`config.mk`:
```
export PLATFORM = sky130hd
export DESIGN_NAME = rmf_div
export DESIGN_NICKNAME = d
export VERILOG_FILES = /design/src/sv/running_mean_filter_assert.svh /design/src/sv/rmf_pkg.sv /design/src/sv/rmf_div.sv
export SDC_FILE = /design/constraint.sdc
export NUM_CORES = 1
export LEC_CHECK = 0
export ABC_AREA = 1
export BUFFER_PORTS_ARGS = -buffer_cell sky130_fd_sc_hd__buf_4
export CORE_ASPECT_RATIO = 2
export CORE_MARGIN = 5
export CORE_UTILIZATION = 52
export DETAILED_ROUTE_END_ITERATION = 12
export GPL_ROUTABILITY_DRIVEN = 0
export PLACE_DENSITY = 0.72
export SLEW_MARGIN = 10
export SYNTH_ARGS = -nofsm -noshare
export SYNTH_HDL_FRONTEND = slang
export SYNTH_SLANG_ARGS = --single-unit
```
`constraint.sdc`:
```
create_clock -name clk -period 3.75 [get_ports clk]
set_input_delay 0.1875 -clock clk [delete_from_list [all_inputs] [get_ports clk]]
set_output_delay 0.1875 -clock clk [all_outputs]
set_load 0.1 [all_outputs]
```
`src/sv/running_mean_filter_assert.svh`:
```
// Assertion macros for the running mean filter.
`ifndef RUNNING_MEAN_FILTER_ASSERT_SVH
`define RUNNING_MEAN_FILTER_ASSERT_SVH

// Same-cycle implication, disabled while reset is asserted.
`define RMF_ASSERT_NOW(label, clk, rst_n, ante, cons, msg) \
	label: assert property (@(posedge clk) disable iff (!rst_n) (ante) |-> (cons)) \
		else $error(msg);

// Next-cycle implication, disabled while reset is asserted.
`define RMF_ASSERT_NEXT(label, clk, rst_n, ante, cons, msg) \
	label: assert property (@(posedge clk) disable iff (!rst_n) (ante) |=> (cons)) \
		else $error(msg);

`endif

```
`src/sv/rmf_pkg.sv`:
```
// Shared constants, types and helper functions of the running mean filter.
package rmf_pkg;

	localparam int MAX_WINDOW = 1024;
	localparam int SAMPLE_W   = 16;
	localparam int MEAN_W     = 16;
	localparam int WIN_W      = 11;
	localparam int WIN_RESET  = 100;
	localparam int SLOT_W     = (MAX_WINDOW > 1) ? $clog2(MAX_WINDOW) : 1;
	localparam int CNT_W      = $clog2(MAX_WINDOW + 1);
	localparam int SUM_W      = SAMPLE_W + CNT_W;
	localparam int MAG_W      = SUM_W - 1;
	localparam int DIV_CNT_W  = $clog2(MAG_W + 1);

	typedef struct packed {
		logic             start;
		logic             neg;
		logic [MAG_W-1:0] dividend;
		logic [CNT_W-1:0] divisor;
	} div_req_t;

	typedef struct packed {
		logic                     done;
		logic signed [MEAN_W-1:0] quotient;
	} div_rsp_t;

	// Map the window register to 1..MAX_WINDOW.
	function automatic logic [CNT_W-1:0] eff_window(input logic [WIN_W-1:0] w);
		logic [CNT_W-1:0] r;
		if (w == '0) begin
			r = CNT_W'(1);
		end else if (int'(w) > MAX_WINDOW) begin
			r = CNT_W'(MAX_WINDOW);
		end else begin
			r = CNT_W'(int'(w));
		end
		return r;
	endfunction

	// Slot that lies age entries behind newest, wrapping around the history.
	function automatic logic [SLOT_W-1:0] slot_back(input logic [SLOT_W-1:0] newest,
			input logic [CNT_W-1:0] age);
		logic [SLOT_W-1:0] r;
		if (int'(age) > int'(newest)) begin
			r = SLOT_W'(int'(newest) + MAX_WINDOW - int'(age));
		end else begin
			r = SLOT_W'(int'(newest) - int'(age));
		end
		return r;
	endfunction

endpackage

```
`src/sv/rmf_div.sv`:
```
// Restoring divider: one quotient bit per cycle, signed result truncated toward zero.
module rmf_div (
	input  logic              clk,
	input  logic              arst_n,
	input  rmf_pkg::div_req_t req,
	output rmf_pkg::div_rsp_t rsp
);

	import rmf_pkg::*;

	logic                 busy_q;
	logic                 done_q;
	logic                 neg_q;
	logic [DIV_CNT_W-1:0] cnt_q;
	logic [CNT_W-1:0]     rem_q;
	logic [CNT_W-1:0]     dvs_q;
	logic [MAG_W-1:0]     quo_q;
	logic [CNT_W:0]       trial;
	logic [CNT_W:0]       diff;
	logic                 fits;
	logic [MEAN_W-1:0]    quo_lo;

	assign trial = {rem_q, quo_q[MAG_W-1]};
	assign diff  = trial - {1'b0, dvs_q};
	assign fits  = trial >= {1'b0, dvs_q};

	always_ff @(posedge clk or negedge arst_n) begin
		if (!arst_n) begin
			busy_q <= 1'b0;
			done_q <= 1'b0;
			neg_q  <= 1'b0;
			cnt_q  <= '0;
			rem_q  <= '0;
			dvs_q  <= '0;
			quo_q  <= '0;
		end else begin
			done_q <= 1'b0;
			if (req.start) begin
				busy_q <= 1'b1;
				neg_q  <= req.neg;
				cnt_q  <= DIV_CNT_W'(MAG_W);
				rem_q  <= '0;
				dvs_q  <= req.divisor;
				quo_q  <= req.dividend;
			end else if (busy_q) begin
				rem_q <= fits ? diff[CNT_W-1:0] : trial[CNT_W-1:0];
				quo_q <= {quo_q[MAG_W-2:0], fits};
				cnt_q <= cnt_q - DIV_CNT_W'(1);
				if (cnt_q == DIV_CNT_W'(1)) begin
					busy_q <= 1'b0;
					done_q <= 1'b1;
				end
			end
		end
	end

	assign quo_lo       = quo_q[MEAN_W-1:0];
	assign rsp.done     = done_q;
	assign rsp.quotient = neg_q ? -quo_lo : quo_lo;

endmodule
```
==> metrics.md, run 1 <==
| Metric | Value |
|---|---|
| Core Area | 0.00662 mm² |
| Hpwl dp | 6420 µm |
| Req. time, crit path | 3.56 ns |
| Post-Syn Area | 0.00351 mm² |
| Layout cells sized above 1 | 15.8% |
| Unrepaired setup endpoints after global routing | no |
| Post-route cell area | 0.00412 mm² |
| Hold Crit Depth | 3 |
| Worst Hold Class | input port to register |
| Slowest-stage cell, CP | dfrtp_1 |
| Worst r2r path cells | 14 |
| Lkg Pwr | 2.27 nW |
| H-tree lvl count | 2 |
| WHS Endpoint | dvs_q[4] |
| Clock Latency Late Sink | 0.30 ns |
| Placement Cell Area | 0.00396 mm² |
| Ant diodes | 0 |
| Ports | 58 |
| Fin. Hold Viols | 0 |
| Setup TNS Final | 0 ns |
| Fin crit share | 63.4% |
| Fin crit period | 2.38 ns |
| Antenna-violating nets left | 0 |
| Start point of the critical path | quo_q[0] |
| CP Capture Type | output port |
| Synth-to-layout area growth | 17.2% |
| Final wirelength | 8440 µm |
| Flop-to-flop setup slack | 1.54 ns |
| CP arrival | 2.19 ns |
| Max_slew headroom | 50.4% |
| Worst clock skew | 0.00477 ns |
| DRC viols | 0 |
| Post-CTS resize count | 0 |
| Largest net degree at the start of global routing | 57 |
| Worst stage delay on the critical path | 0.42 ns |
| Avg WL per Cell | 14.0 µm |
| Vias/cell | 5.30 |
| Hold_buf cts | 1 |
| Clock transition at path regs | 0.07 ns |
| CTS tree | built |
| Highest clock rate | 0.421 GHz |
| Min-delay src | req[4] |
| Starting Density | 53.0% |
| Die Y | 126 µm |
| Critical Path Source Type | register |
| Post-synthesis cell type count | 37 |
| Crit path kind | register to output port |
| Pwr/cell area | 628 mW/mm² |
| Tot Pwr | 2.59 mW |
| Syn_nets | 519 |
| Global-route wire length before repair | 14300 µm |
| CTS sink cnt | 56 |
| Chip Width | 68.1 µm |
| Worst vdd ir | 0.414 mV |
| I/O Buffers | 57 |
| Initial antenna violation count | 0 |
| Layout net count | 568 |
| Setup bufs post-CTS | 0 |
| Num rows | 42 |
| Peak fanout along the critical path | 3 |
| DR vias | 3185 |
| Cells along the critical path | inv_1, ha_1, nand4_1, nor2_1, nand3_1, nand2_1, xor2_1, buf_4 |
| Yosys reg bits | 56 |
| R2r startpoint | quo_q[25] |
| Clk buf depth | 2 |
| YS warnings | 0 |
| Seq/Total Area, Yosys | 39.9% |
| Drt pass-1 iters | 4 |
| Num CTS Buffers | 5 |
| Synthesized instance count | 463 |
| FF-to-FF End | rem_q[9] |
| Total Routing Usage GR | 21.7% |
| GRT overflow | 0 |
| Die area | 0.00860 mm² |
| Vias in the first global route | 3221 |
| Max-slew violations | 0 |
| Max-cap violations | 0 |
| Root buffer cell | clkbuf_16 |
| Actual slew at the worst max-slew pin | 0.740 ns |
| First DRT Iteration DRCs | 176 |
| Status | complete, no violations |
| Avg Inst Size Synth | 7.59 µm² |
| Final setup fails | 0 |
worst max path at each step:
stage               slack [ns]  cells after the start         to
floorplan                 0.88                      2     rsp[1]
global placement          1.62                     14  rem_q[10]
detailed placement        1.56                     14   rem_q[9]
CTS                       1.37                      8    rsp[10]
global route              1.18                      8    rsp[10]
finish                    1.37                      8    rsp[10]
synth_stat cells:
library cell | n | area, µm²
a21o_1 | 1 | 7.51
a21oi_1 | 7 | 35.0
a21oi_4 | 1 | 16.3
a22oi_1 | 3 | 22.5
a31oi_1 | 2 | 12.5
buf_1 | 1 | 3.75
buf_2 | 4 | 20.0
buf_4 | 2 | 15.0
buf_6 | 1 | 11.3
clkbuf_1 | 7 | 26.3
clkbuf_8 | 1 | 13.8
clkinv_1 | 1 | 3.75
dfrtp_1 | 56 | 1400
fa_1 | 1 | 20.0
ha_1 | 14 | 175
inv_1 | 77 | 289
inv_2 | 1 | 3.75
nand2_1 | 146 | 548
nand2_2 | 7 | 43.8
nand2_4 | 2 | 22.5
nand3_1 | 26 | 130
nand3_2 | 1 | 10.0
nand3_4 | 1 | 17.5
nand4_1 | 13 | 81.3
nor2_1 | 21 | 78.8
nor2_4 | 3 | 33.8
nor3_1 | 1 | 5.00
nor4_1 | 1 | 6.26
o211ai_1 | 1 | 7.51
o21ai_0 | 19 | 95.1
o21ai_1 | 1 | 5.00
o21ai_2 | 1 | 8.76
o21bai_2 | 1 | 11.3
o221ai_1 | 23 | 201
or2_1 | 1 | 6.26
xnor2_1 | 1 | 8.76
xor2_1 | 13 | 114
flip-flops by register name, summed over array words and instances, names as in the netlist:
name    cells
rem_q      11
busy_q      1
quo_q      26
done_q      1
dvs_q      11
neg_q       1
cnt_q       5
layout make-up:
| type | count | area, µm² |
|---|---|---|
| fill | 612 | 2500 |
| multi-input combinational | 312 | 1720 |
| clock buffer | 8 | 146 |
| timing repair buffer | 58 | 438 |
| tap | 88 | 110 |
| inverter | 79 | 297 |
| sequential | 56 | 1400 |
worst max-delay path: cells and delay by family, from the launching register on:
| family | cells | cell delay, ns |
|---|---|---|
| buf+inv | 2 | 0.43 |
| flops | 1 | 0.42 |
| simple gates | 4 | 0.66 |
| xor+xnor | 1 | 0.17 |
| fa+ha+maj | 1 | 0.22 |
metrics by stage:
step	setup WS, ns	utilization (%)	hold WS (ns)	instances
finish	1.37	62.2	0.0931	601
global route	1.18	62.2	0.0931	601
CTS	1.37	62.2	0.0877	601
detailed placement	1.56	59.8	0.290	592
global placement	1.62	59.8	0.282	592
floorplan	0.883	-	-0.108	463
per-layer routing:
metal,track usage [%],wire length (µm),up-vias
met3,3.92,389,20
li1,-,-,1581
met5,0,0,-
met1,23.2,2990,1493
met2,38.6,4760,91
met4,10.9,301,0
power by group:
part           total [mW]  internal [mW]  switching (mW)
sequential          0.771          0.697          0.0741
clock               0.478          0.267           0.211
combinational        1.34          0.408           0.928
total                2.59           1.37            1.21
cells by family (layout without fill, tap and decap cells):
kind of cell | count (synthesis) | in the layout | share of synthesized area (%)
XOR/XNOR | 14 | 14 | 3.49
adder cells (fa/ha/maj) | 15 | 15 | 5.56
flip-flops | 56 | 56 | 39.9
buffers and inverters | 95 | 145 | 11.0
AO/OA/AOI/OAI | 60 | 60 | 12.0
AND/OR/NAND/NOR | 223 | 223 | 28.0
cell usage in the layout, fill, tap and decap left out, types with 2 or more instances in the layout:
cell,netlist,layout
xor2_1,13,13
nand3_1,26,26
a31oi_1,2,2
o21ai_0,19,19
nand2_4,2,2
nand4_1,13,13
clkbuf_1,7,2
nand2_2,7,7
nor2_1,21,21
ha_1,14,14
a22oi_1,3,3
nand2_1,146,146
nor2_4,3,3
a21oi_1,7,7
clkbuf_16,0,5
o221ai_1,23,23
buf_4,2,57
dfrtp_1,56,56
inv_1,77,77
Note: power is estimated with default switching activity, not from simulation.
==> inputs of run 2 (changes only) <==
==> constraint.sdc (replaced) <==
create_clock -name clk -period 2.2 [get_ports clk]
set_input_delay 0.11 -clock clk [delete_from_list [all_inputs] [get_ports clk]]
set_output_delay 0.11 -clock clk [all_outputs]
set_load 0.1 [all_outputs]
==> run 2 against run 1 <==
Effect of this change: sequential share of layout area decreased by 1.7 points; critical path type unchanged; worst setup slack got worse by 1.2 ns; global-route usage decreased by 0.17 points; sequential power increased by 71%.
==> metrics.md, run 2 (same netlist as run 1, synthesis figures left out) <==
| Metric | Value |
|---|---|
| Status | complete, no violations |
| Core Area | 0.00662 mm² (unchanged) |
| Fin crit share | 94.2% |
| Pwr/cell area | 1070 mW/mm² (+70%) |
| I/O Buffers | 57 (unchanged) |
| R2r startpoint | quo_q[25] |
| Final setup fails | 0 (unchanged) |
| Worst Hold Class | input port to register |
| Worst r2r path cells | 14 (unchanged) |
| CP Capture Type | output port |
| Avg WL per Cell | 14.3 µm (+1.6%) |
| Die area | 0.00860 mm² (unchanged) |
| Fin util | 65.3% (+3.2 points) |
| Ant diodes | 0 (unchanged) |
| Num rows | 42 (unchanged) |
| Max-cap violations | 0 (unchanged) |
| Actual slew at the worst max-slew pin | 0.724 ns (-0.0157 ns) |
| Starting Density | 53.0% (unchanged) |
| Worst clock skew | 0.00582 ns (+0.00105 ns) |
| Layout cells sized above 1 | 20.9% (+5.1 points) |
| Num CTS Buffers | 5 (unchanged) |
| Clock transition at path regs | 0.07 ns (about the same) |
| Clock Latency Late Sink | 0.30 ns (about the same) |
| Vias/cell | 5.27 (-0.48%) |
| DRC viols | 0 (unchanged) |
| Largest reg by FF count | quo_q |
| CP bufs+invs | 2 (unchanged) |
| WHS Endpoint | dvs_q[1] |
| First DRT Iteration DRCs | 122 (-31%) |
| Initial antenna violation count | 0 (unchanged) |
| Antenna-violating nets left | 0 (unchanged) |
| Crit path kind | register to output port |
| Tot Pwr | 4.62 mW (+79%) |
| Clk buf depth | 2 (unchanged) |
| Worst hold slack | 0.0110 ns (-0.0822 ns) |
| Vias in the first global route | 3136 (-2.6%) |
| Layout net count | 576 (+1.4%) |
| Total Routing Usage GR | 21.5% (-0.17 points) |
| Min-delay src | req[1] |
| Highest clock rate | 0.483 GHz |
| Largest net degree at the start of global routing | 57 (unchanged) |
| Synth-to-layout area growth | 23.2% |
| Slowest-stage cell, CP | dfrtp_1 |
| Flop-to-flop setup slack | 0.16 ns (-1.38 ns) |
| FF-to-FF End | rem_q[7] |
| Fin crit period | 2.07 ns |
| Multi-input gate area | 0.00183 mm² (+6.2%) |
| DR vias | 3212 (+0.85%) |
| CP arrival | 1.96 ns (-0.23 ns) |
| Drt pass-1 iters | 4 (unchanged) |
| Global-route wire length before repair | 14100 µm (-1.5%) |
| Hpwl dp | 6510 µm (+1.4%) |
| Req. time, crit path | 2.09 ns (-1.47 ns) |
| Reg area | 0.00140 mm² (unchanged) |
| CTS sink cnt | 56 (unchanged) |
| Top delay family on crit path | flip-flops |
| Lkg Pwr | 2.35 nW (+3.3%) |
| Most frequent cells in the layout | nand2_1, inv_1, buf_4, dfrtp_1, nand3_1 |
| Worst stage delay on the critical path | 0.59 ns (+0.17 ns) |
| Peak fanout along the critical path | 11 (+8) |
| Fillers | 614 (+0.33%) |
| Max reg flops | 26 (unchanged) |
| GRT overflow | 0 (unchanged) |
| H-tree lvl count | 2 (unchanged) |
| Ports | 58 (unchanged) |
| CTS tree | built |
| Setup TNS Final | 0 ns (unchanged) |
| Max_slew headroom | 51.7% (+1.4 points) |
| Biggest regs | quo_q (26), dvs_q (11), rem_q (11) |
| Critical Path Source Type | register |
| Fin. Hold Viols | 0 (unchanged) |
| Final wirelength | 8690 µm (+3.0%) |
| Die Y | 126 µm (unchanged) |
| Cells along the critical path | inv_1, o21ai_0, xor2_2, buf_4 |
| Hold Crit Depth | 3 (unchanged) |
| Max-slew violations | 0 (unchanged) |
| Unrepaired setup endpoints after global routing | no |
| Chip Width | 68.1 µm (unchanged) |
| Root buffer cell | clkbuf_16 |
| Worst vdd ir | 0.790 mV (+91%) |
| Most common cell after layout, fill and taps aside | nand2_1 |
==> run 2: routing by layer <==
metal	track usage (%)	wire length [µm]
met5	0	0
met4	9.85	314
met3	4.55	344
met2	38.5	4850
met1	22.9	3180
==> run 2: final cells by class <==
cell class	instances	share of cell area [%]
Multi-Input combinational cell	313	42.3
Clock buffer	6	2.98
Sequential cell	56	32.4
Inverter	79	6.85
Timing Repair Buffer	65	12.1
Tap cell	88	2.54
Clock inverter	2	0.810
==> run 2: report_power, final <==
part	switching (mW)	total [mW]	internal [mW]
clock	0.365	0.901	0.536
sequential	0.132	1.32	1.19
combinational	1.65	2.40	0.750
total	2.14	4.62	2.47
==> run 2: worst register-to-register path: stages, from the launching register on <==
cell and delay, ns:
dfrtp_1 0.37, inv_1 0.09, ha_1 0.15, inv_1 0.08
fa_2 0.37, nand2_2 0.09, nand2_2 0.07, nand2_2 0.08
nand2_1 0.09, nand2_4 0.13, nand3_4 0.15, nand2_4 0.11
nand2_1 0.05, nand2_1 0.06, nand2_1 0.05
==> run 2: how the worst max path moves through the flow <==
stage | startpoint | endpoint | slack (ns) | cells past startpoint
after floorplan | quo_q[0] | rsp[4] | -0.16 | 4
after global placement | quo_q[25] | rem_q[7] | 0.10 | 14
after detailed placement | quo_q[25] | rem_q[7] | 0.002 | 14
after CTS | quo_q[0] | rsp[14] | 0.01 | 9
after global routing | quo_q[25] | rem_q[7] | 0.007 | 14
final | neg_q | rsp[5] | 0.13 | 4
==> run 2: timing repair <==
item                                   CTS  global route
pin swaps                                0             4
setup endpoints to repair                3            17
buffers inserted                         0             3
cloned                                   0             1
endpoints found under the hold margin   56             0
resized for setup                        1            18
hold buffers                             1             0
==> run 2: through the flow <==
step                worst slack [ns]  area, µm²  instances
finish                         0.129       4330        609
detailed placement           0.00212       4070        596
CTS                           0.0106       4240        605
floorplan                     -0.162       3590        463
global placement               0.100       4070        596
global route                 0.00739       4330        609
